$ cat src/hw/rtl/tds_pkg.sv
package tds_pkg;

	localparam int DATA_W          = 32;
	localparam int DIV_W           = 16;
	localparam int CNT_W           = $clog2(DATA_W);
	localparam int MS_PER_SECOND   = 1000;
	localparam int MAX_DIVIDER_DEF = 65535;

	typedef logic [DATA_W-1:0] word_t;
	typedef logic [DIV_W-1:0]  div_t;

	localparam logic ST_OK     = 1'b0;
	localparam logic ST_NO_FIT = 1'b1;

endpackage

$ cat src/hw/rtl/timer_divider_search.sv
// Sequence from acceptance to the done strobe: MUL1, DIV1, MUL2, then SRCH, which tries divisors
// in turn, 1 to MAX_DIVIDER-1, until one fits or the last one has been tried.
// Throughput: one transaction at a time; busy drops with done, so a new start is taken
// in the done cycle.
// All arithmetic runs through one bit-serial shift-add/restoring-divide datapath, one bit a cycle.
// Results are shown for one cycle on done; the receiver cannot stall.
// Reset (arst_n low, asynchronous) clears clock_rate to 0 and returns the sequencer to idle.
module timer_divider_search #(
	parameter int MAX_DIVIDER = tds_pkg::MAX_DIVIDER_DEF
) (
	input  logic                        clk,
	input  logic                        arst_n,
	input  logic                        start,
	output logic                        busy,
	input  logic [tds_pkg::DATA_W-1:0]  scale_factor,
	input  logic [tds_pkg::DATA_W-1:0]  interval_millis,
	output logic                        done,
	output logic                        status,
	output logic [tds_pkg::DIV_W-1:0]   divider,
	output logic [tds_pkg::DATA_W-1:0]  reload,
	input  logic                        cfg_valid,
	output logic                        cfg_ready,
	input  logic [tds_pkg::DATA_W-1:0]  cfg_data
);

	localparam int DW = tds_pkg::DATA_W;
	localparam int VW = tds_pkg::DIV_W;
	localparam int CW = tds_pkg::CNT_W;

	localparam logic [2:0] S_IDLE = 3'd0;
	localparam logic [2:0] S_MUL1 = 3'd1;
	localparam logic [2:0] S_DIV1 = 3'd2;
	localparam logic [2:0] S_MUL2 = 3'd3;
	localparam logic [2:0] S_SRCH = 3'd4;

	localparam logic [DW-1:0] MAX_W  = DW'(MAX_DIVIDER);
	localparam logic [VW-1:0] LAST_D = VW'(MAX_DIVIDER - 1);

	logic [2:0]            state_q;
	logic [CW-1:0]         cnt_q;
	tds_pkg::word_t        clock_rate_q;
	tds_pkg::word_t        a_q;
	tds_pkg::word_t        b_q;
	tds_pkg::word_t        acc_q;
	tds_pkg::word_t        millis_q;
	tds_pkg::word_t        total_q;
	logic [VW-1:0]         rem_q;
	tds_pkg::div_t         dvs_q;
	tds_pkg::div_t         d_q;
	logic                  done_q;
	logic                  status_q;
	tds_pkg::div_t         divider_q;
	tds_pkg::word_t        reload_q;

	tds_pkg::word_t        acc_nx;
	logic [VW:0]           rem_sh;
	logic [VW+1:0]         diff;
	logic                  qbit;
	logic [VW-1:0]         rem_nx;
	tds_pkg::word_t        quo_nx;
	logic                  last;
	logic                  fit;
	logic                  fin;

	assign acc_nx = acc_q + (b_q[0] ? a_q : '0);
	assign rem_sh = {rem_q, b_q[DW-1]};
	assign diff   = {1'b0, rem_sh} - {2'b00, dvs_q};
	assign qbit   = ~diff[VW+1];
	assign rem_nx = qbit ? diff[VW-1:0] : rem_sh[VW-1:0];
	assign quo_nx = {b_q[DW-2:0], qbit};
	assign last   = (cnt_q == CW'(DW - 1));
	assign fit    = (quo_nx < MAX_W) && (rem_nx == '0);
	assign fin    = last && (fit || d_q == LAST_D);

	assign busy      = (state_q != S_IDLE);
	assign cfg_ready = 1'b1;
	assign done      = done_q;
	assign status    = status_q;
	assign divider   = divider_q;
	assign reload    = reload_q;

	always_ff @(posedge clk or negedge arst_n) begin
		if (!arst_n) begin
			clock_rate_q <= '0;
		end else if (cfg_valid && cfg_ready) begin
			clock_rate_q <= cfg_data;
		end
	end

	always_ff @(posedge clk or negedge arst_n) begin
		if (!arst_n) begin
			state_q <= S_IDLE;
			cnt_q   <= '0;
			done_q  <= 1'b0;
		end else begin
			done_q <= (state_q == S_SRCH) && fin;
			unique case (state_q)
				S_IDLE: begin
					cnt_q <= '0;
					if (start) begin
						state_q <= S_MUL1;
					end
				end
				S_MUL1: begin
					cnt_q <= cnt_q + 1'b1;
					if (last) state_q <= S_DIV1;
				end
				S_DIV1: begin
					cnt_q <= cnt_q + 1'b1;
					if (last) state_q <= S_MUL2;
				end
				S_MUL2: begin
					cnt_q <= cnt_q + 1'b1;
					if (last) state_q <= S_SRCH;
				end
				S_SRCH: begin
					cnt_q <= cnt_q + 1'b1;
					if (fin) begin
						state_q <= S_IDLE;
					end
				end
				default: begin
					state_q <= S_IDLE;
				end
			endcase
		end
	end

	always_ff @(posedge clk) begin
		unique case (state_q)
			S_IDLE: begin
				if (start) begin
					a_q      <= clock_rate_q;
					b_q      <= scale_factor;
					acc_q    <= '0;
					millis_q <= interval_millis;
				end
			end
			S_MUL1: begin
				acc_q <= acc_nx;
				a_q   <= {a_q[DW-2:0], 1'b0};
				if (last) begin
					b_q   <= acc_nx;
					rem_q <= '0;
					dvs_q <= VW'(tds_pkg::MS_PER_SECOND);
				end else begin
					b_q   <= {1'b0, b_q[DW-1:1]};
				end
			end
			S_DIV1: begin
				rem_q <= rem_nx;
				if (last) begin
					a_q   <= quo_nx;
					b_q   <= millis_q;
					acc_q <= '0;
				end else begin
					b_q   <= quo_nx;
				end
			end
			S_MUL2: begin
				acc_q <= acc_nx;
				a_q   <= {a_q[DW-2:0], 1'b0};
				if (last) begin
					total_q <= acc_nx;
					b_q     <= acc_nx;
					rem_q   <= '0;
					dvs_q   <= VW'(1);
					d_q     <= VW'(1);
				end else begin
					b_q     <= {1'b0, b_q[DW-1:1]};
				end
			end
			S_SRCH: begin
				if (!last) begin
					rem_q <= rem_nx;
					b_q   <= quo_nx;
				end else if (fit) begin
					if (quo_nx == DW'(1)) begin
						status_q  <= tds_pkg::ST_NO_FIT;
						divider_q <= '0;
						reload_q  <= '0;
					end else begin
						status_q  <= tds_pkg::ST_OK;
						divider_q <= d_q;
						reload_q  <= quo_nx - DW'(1);
					end
				end else if (d_q == LAST_D) begin
					status_q  <= tds_pkg::ST_NO_FIT;
					divider_q <= '0;
					reload_q  <= '0;
				end else begin
					d_q   <= d_q + 1'b1;
					dvs_q <= d_q + 1'b1;
					b_q   <= total_q;
					rem_q <= '0;
				end
			end
			default: begin
				rem_q <= rem_q;
			end
		endcase
	end

endmodule

$ cat config.mk
export PLATFORM = sky130hd
export DESIGN_NAME = timer_divider_search
export DESIGN_NICKNAME = d
export VERILOG_FILES = /design/src/hw/rtl/tds_pkg.sv /design/src/hw/rtl/timer_divider_search.sv
export SDC_FILE = /design/constraint.sdc
export NUM_CORES = 1
export LEC_CHECK = 0
export BUFFER_PORTS_ARGS = -buffer_cell sky130_fd_sc_hd__buf_2
export CAP_MARGIN = 40
export CELL_PAD_IN_SITES_DETAIL_PLACEMENT = 0
export CELL_PAD_IN_SITES_GLOBAL_PLACEMENT = 1
export CORE_MARGIN = 5
export CORE_UTILIZATION = 50
export DETAILED_ROUTE_END_ITERATION = 7
export GPL_TIMING_DRIVEN = 0
export PLACE_DENSITY_LB_ADDON = 0.3
export RECOVER_POWER = 100
export SYNTH_ARGS = -nofsm -noshare
export SYNTH_HDL_FRONTEND = slang
export SYNTH_SLANG_ARGS = --single-unit
$ cat constraint.sdc
create_clock -name clk -period 8.8 [get_ports clk]
set_input_delay 1.32 -clock clk [delete_from_list [all_inputs] [get_ports clk]]
set_output_delay 1.32 -clock clk [all_outputs]
set_load 0.03 [all_outputs]
==> flow_summary.toml, run 1 <==
[synth]
ys_top_cells_by_area = "edfxtp_1 (49%), dfrtp_1 (6.6%), ha_1 (4.3%)"
netlist_area_mm2 = 0.0156
synth_common_cells = "edfxtp_1 (257), nor2_1 (141), nand2_1 (115)"
synthSimpleGateAreaFrac = 0.136
synth_edf_count = 257
syn-num-nets = 1570
seq_area_frac_synth = 0.560
async_flop_share = 0.138
syn-instance-count = 1414
synth_mux_area_frac = 0.0321
synth_top_family_by_area = "compound AO/OA/AOI/OAI gates"
ys_ff_latch = 298
synth_xor_area_frac = 0.0448
yosys.area_share.adder = 0.0458
yosys_warnings = 0
synth_ff_type = "edfxtp_1"
synth_cell_types = 72
synth_compound_area_frac = 0.146
synthMostInstantiatedCell = "edfxtp_1"
synth_top_cell_by_area = "edfxtp_1"
syn_avg_cell_area_um2 = 11.1
synth_top_area_share = 0.494

[pwr]
p_leak_nw = 6.99
peakVddDrop_v = 0.000234
clock_power_share = 0.213
p_comb_frac = 0.406
netSwitchingFraction = 0.400
p_int_w = 0.00379
power_density_mw_per_mm2 = 355
pwr-share-seq = 0.381
switchingPower_w = 0.00253
totalPowerFinal_w = 0.00632

[sta]
fin_tns_setup_ns = 0
final-max-slew-violation-count = 180
hold_violations = 0
worst_pin_slew_ns = 2.45
final-setup-viol-count = 0
timing.final.crit_share = 0.754
max_freq_ghz = 0.151
max_slew_margin = -0.654
rsz0062_at_grt = "false"
period_needed_ns = 6.64
fin_skew_ns = 0.0171

[finish]
fin_area_mm2 = 0.0178
antenna_cells = 0
syn_to_final_growth_pct = 14.1
final_nets = 1762
drive_gt1_frac = 0.112

[placement]
port-buffer-count = 149
place_congestion = 0.964
dpl_cell_area_mm2 = 0.0171
hpwlAfterDp_um = 36100

[global_route]
overflow = 0
grt_pass1_wl_um = 72400
grt_pass1_vias = 12114
grt_max_degree = 33
grt_use_total = 0.269
antenna_found_initial = 0

[clocking]
clkLatencyLatePin_ns = 0.52
postCtsSetupBuffers = 0
clkTransAtPathRegs_ns = 0.06
clockBufferDepth = 3
cts_tree = "done"
cts_made_buffers = 34
cts.sink_count = 298
ctsHoldBuffers = 0
cts_root_buf = "clkbuf_16"
cts_resized = 0
htreeDepth = 2

[route]
wl_per_cell_um = 23.9
drt-pass1-iter-count = 6
vias = 12309
ant_nets = 0
drt-initial-drc-count = 1423
totalWireLength_um = 48500
via_per_inst = 6.08
route.detailed.drc = 0

[run_status]
outcome = "complete, but fails checks"
violations = "max-capacitance violations, max-slew violations"

[floorplan]
num_rows = 64
die-height_um = 187
die-area_mm2 = 0.0349
start_util = 0.508
coreArea_mm2 = 0.0307
die_w_um = 187
io_pins = 152

[worst_hold_path]
min_path_type = "reg -> reg"

[worst_setup_path]
cp.arrival_ns = 6.77
critical_path_class = "reg -> reg"
worstSetupStartpointType = "flip-flop"
crit_path_max_incr_delay_ns = 1.51
crit_fanout = 20
path_cells = "ha_1 -> and3_1 -> ha_1 -> clkbuf_1 -> clkbuf_1 -> clkbuf_1 -> nand2_1 -> a21oi_1 -> clkbuf_1 -> clkbuf_1 -> clkbuf_1"
worst_ep_required_time_ns = 8.93
crit_buf_inv = 6
worst_path_max_delay_cell = "a21oi_1"
cp_top_family = "buffers and inverters"
cp_common_cell = "clkbuf_1"
endpoint_kind = "flip-flop"

[flow_run]
drv_cap = 7
logic make-up (layout without fill, tap and decap cells):
kind of cell    count (synthesis)  count (layout)
compound gates                348             348
xor+xnor                       80              80
fa+ha+maj                      56              56
buf+inv                       145             360
flops                         298             298
mux                            46              46
other cells                     1               1
simple gates                  440             440
metrics by stage:
| step | util | cells | setup WS [ns] | hold slack, ns |
|---|---|---|---|---|
| after floorplan | - | 1414 | 3.44 | 0.481 |
| after global placement | 0.549 | 1959 | 1.10 | 0.492 |
| after detailed placement | 0.555 | 1966 | 3.77 | 0.496 |
| after CTS | 0.589 | 2025 | 3.73 | 0.509 |
| after global routing | 0.580 | 2025 | 1.80 | 0.527 |
| final | 0.580 | 2025 | 2.16 | 0.506 |
final timing paths:
| check | cells past startpoint | slack [ns] | start | to |
|---|---|---|---|---|
| setup / recovery | 11 | 2.16 | cnt_q[0] | acc_q[18] |
| hold / removal | 1 | 0.51 | clock_rate_q[14] | clock_rate_q[14] |
| setup reg to reg | 11 | 2.16 | cnt_q[0] | acc_q[18] |
| hold reg to reg | 1 | 0.51 | clock_rate_q[14] | clock_rate_q[14] |
| max in group asynchronous | 2 | 5.99 | arst_n | clock_rate_q[13] |
| min in group asynchronous | 1 | 0.79 | arst_n | done |
layout by cell type, fill, tap and decap left out, types with 13 or more instances in the layout:
| cell | n |
|---|---|
| nand4_1 | 19 |
| and2_1 | 31 |
| clkbuf_16 | 35 |
| ha_1 | 54 |
| xor2_1 | 28 |
| mux2_2 | 33 |
| buf_2 | 95 |
| a21o_1 | 17 |
| a22oi_1 | 41 |
| a221oi_1 | 35 |
| mux2i_1 | 13 |
| a21oi_1 | 87 |
| nor4_1 | 16 |
| nor3_1 | 17 |
| edfxtp_1 | 257 |
| o21ai_0 | 96 |
| nand3_1 | 20 |
| xnor2_1 | 52 |
| inv_1 | 63 |
| clkbuf_1 | 145 |
| nand2_1 | 115 |
| a221o_1 | 14 |
| nor2_1 | 141 |
| and2_0 | 30 |
| dfrtp_1 | 41 |
state kept, by name, indices dropped and copies added, names as in the netlist, 32 cells and up:
name	cells
reload	32
a_q	32
millis_q	32
total_q	32
clock_rate_q	32
acc_q	32
b_q	32
power by group through the flow:
stage / Combinational (W) / Clock, W / Sequential (W)
floorplan: 0.00181 / 0 / 0.00226
global placement: 0.00249 / 0 / 0.00243
detailed placement: 0.00257 / 0 / 0.00241
CTS: 0.00259 / 0.00136 / 0.00238
global route: 0.00279 / 0.00142 / 0.00241
finish: 0.00257 / 0.00135 / 0.00241
per-layer routing:
layer	track usage	part of all wire
met1	0.347	0.39
met2	0.450	0.47
met3	0.0448	0.086
met4	0.119	0.056
met5	0	0
layout make-up:
type                       count  area (µm²)
sequential                   298        8740
clock inverter                10        55.1
fill                        2688       12900
tap                          396         495
clock buffer                  49         988
timing repair buffer         156         727
multi-input combinational    971        6270
inverter                      64         240
buffer                        81         310
Note: power is estimated with default switching activity, not from simulation.
==> run 2, diff against run 1 <==
Settings changed: CORE_UTILIZATION 50 to 43.
Clock period 8.8 ns to 5.65 ns, I/O delays scaled along.
==> run 2 against run 1 <==
- the run still ends with max-capacitance violations, max-slew violations left
- power grew 58%
- cell area grew 1.2%
- worst setup slack worse by 1.7 ns
- fmax is 29% higher
- utilization down 7.5 points
- sequential cell count unchanged
- register-to-register slack worse by 1.7 ns
- global-route usage decreased by 2.5 points
- critical path type unchanged
==> flow_summary.toml, run 2 (synthesis gave the netlist of run 1 again) <==
[run_status]
outcome = "complete, but fails checks"
violations = "max-capacitance violations, max-slew violations"

[clocking]
cts_resized = 0
cts_tree = "done"
postCtsSetupBuffers = 0
clkLatencyLatePin_ns = 0.55
htreeDepth = 2
ctsHoldBuffers = 0
cts.sink_count = 298
clockBufferDepth = 3
cts_root_buf = "clkbuf_16"
clkTransAtPathRegs_ns = 0.06
cts_made_buffers = 36

[floorplan]
coreArea_mm2 = 0.0357
die_w_um = 201
die-height_um = 201
start_util = 0.437
die-area_mm2 = 0.0403
num_rows = 69
io_pins = 152

[placement]
port-buffer-count = 149
place_congestion = 0.947
hpwlAfterDp_um = 37200

[worst_setup_path]
critical_path_class = "reg -> reg"
cp.arrival_ns = 5.36
r2r_slack_ns = 0.49
endpoint_kind = "flip-flop"
worst_ep_required_time_ns = 5.85
worstSetupStartpointType = "flip-flop"
crit_fanout = 11

[sta]
worst_pin_slew_ns = 1.73
hold_violations = 0
rsz0062_at_grt = "false"
max_freq_ghz = 0.194
fin_skew_ns = 0.0265
fin_tns_setup_ns = 0
timing.final.crit_share = 0.913
final-setup-viol-count = 0
period_needed_ns = 5.16
holdWs_ns = 0.297
max_slew_margin = -0.154
final-max-slew-violation-count = 99

[finish]
final_nets = 1764
multiInputGateArea_mm2 = 0.00629
num-fill-cells = 3322
seqCellArea_mm2 = 0.00874
layout_common_cells = "edfxtp_1 (257), clkbuf_1 (144), nor2_1 (141)"
layout_commonest_cell = "edfxtp_1"
syn_to_final_growth_pct = 15.5
drive_gt1_frac = 0.119

[pwr]
p_int_w = 0.00601
pwr-share-seq = 0.376
switchingPower_w = 0.00397
p_comb_frac = 0.399
power_density_mw_per_mm2 = 553
p_leak_nw = 7.06
netSwitchingFraction = 0.398
clock_power_share = 0.225
peakVddDrop_v = 0.000314

[global_route]
grt_max_degree = 33
grt_pass1_wl_um = 75500
grt_use_total = 0.244
antenna_found_initial = 2
grt_pass1_vias = 12264
overflow = 0

[route]
vias = 12333
route.detailed.drc = 0
wl_per_cell_um = 24.1
via_per_inst = 5.88
drt-pass1-iter-count = 6
totalWireLength_um = 50600
drt-initial-drc-count = 1179
ant_nets = 0

[worst_hold_path]
min_path_type = "in -> async"

[flow_run]
drv_cap = 3
run 2: changes by cell type in the layout (fill, tap and decap cells not counted), sizes merged:
cell    change
clkbuf      +4
buf         +1
clkinv      +2
diode       +1
inv         -2
run 2: power groups by stage:
stage               clock network (W)  logic, W  registers (W)
finish                        0.00224   0.00398        0.00375
global route                  0.00235   0.00438        0.00377
CTS                           0.00227   0.00403        0.00373
detailed placement                  0   0.00400        0.00376
global placement                    0   0.00389        0.00380
floorplan                           0   0.00281        0.00351
run 2: layout make-up:
| cell class | count | area share |
|---|---|---|
| Buffer | 81 | 0.0172 |
| Sequential cell | 298 | 0.485 |
| Multi-Input combinational cell | 971 | 0.349 |
| Timing Repair Buffer | 156 | 0.0413 |
| Antenna cell | 1 | 0.000139 |
| Clock inverter | 10 | 0.00361 |
| Tap cell | 461 | 0.0320 |
| Clock buffer | 54 | 0.0594 |
| Inverter | 64 | 0.0133 |
run 2: path summary, 6_finish.rpt:
path,startpoint,to,depth (start not counted)
worst min register to register,clock_rate_q[14],clock_rate_q[14],1
worst max-delay path,rem_q[3],dvs_q[15],15
worst min-delay path,arst_n,done,1
worst max register to register,rem_q[3],dvs_q[15],15
max in group asynchronous,arst_n,clock_rate_q[9],2
min in group clk,interval_millis[25],millis_q[25],1
run 2: worst max-delay path: stages, from the launching register on:
cell and delay (ns):
edfxtp_1 0.43, ha_1 0.31, clkbuf_1 0.26, o211a_1 0.20
o31ai_1 0.17, a211o_1 0.32, nand3_2 0.22, clkbuf_1 0.57
ha_1 0.28, nand4_1 0.10, nor4_1 0.38, nor3_1 0.11
o221a_2 0.17, a31o_1 0.29, o21ai_0 0.62, clkbuf_2 0.40
run 2: routing by layer:
| metal | track usage | wire length, µm | share of wire | vias up |
|---|---|---|---|---|
| met2 | 0.391 | 23400 | 0.46 | 614 |
| met1 | 0.318 | 19900 | 0.39 | 5956 |
| met5 | 0 | 0 | 0 | - |
| met3 | 0.0422 | 4160 | 0.082 | 129 |
| li1 | - | - | - | 5634 |
| met4 | 0.131 | 3110 | 0.061 | 0 |
run 2: metrics by stage:
step	utilization	total power, W	cell area, µm²	setup slack, ns	std cells
after floorplan	-	0.00633	15600	0.295	1414
after global placement	0.474	0.00769	16900	-2.23	2024
after detailed placement	0.479	0.00776	17100	0.451	2031
after CTS	0.511	0.0100	18300	0.424	2095
after global routing	0.505	0.0105	18000	0.164	2096
final	0.505	0.00998	18000	0.492	2096
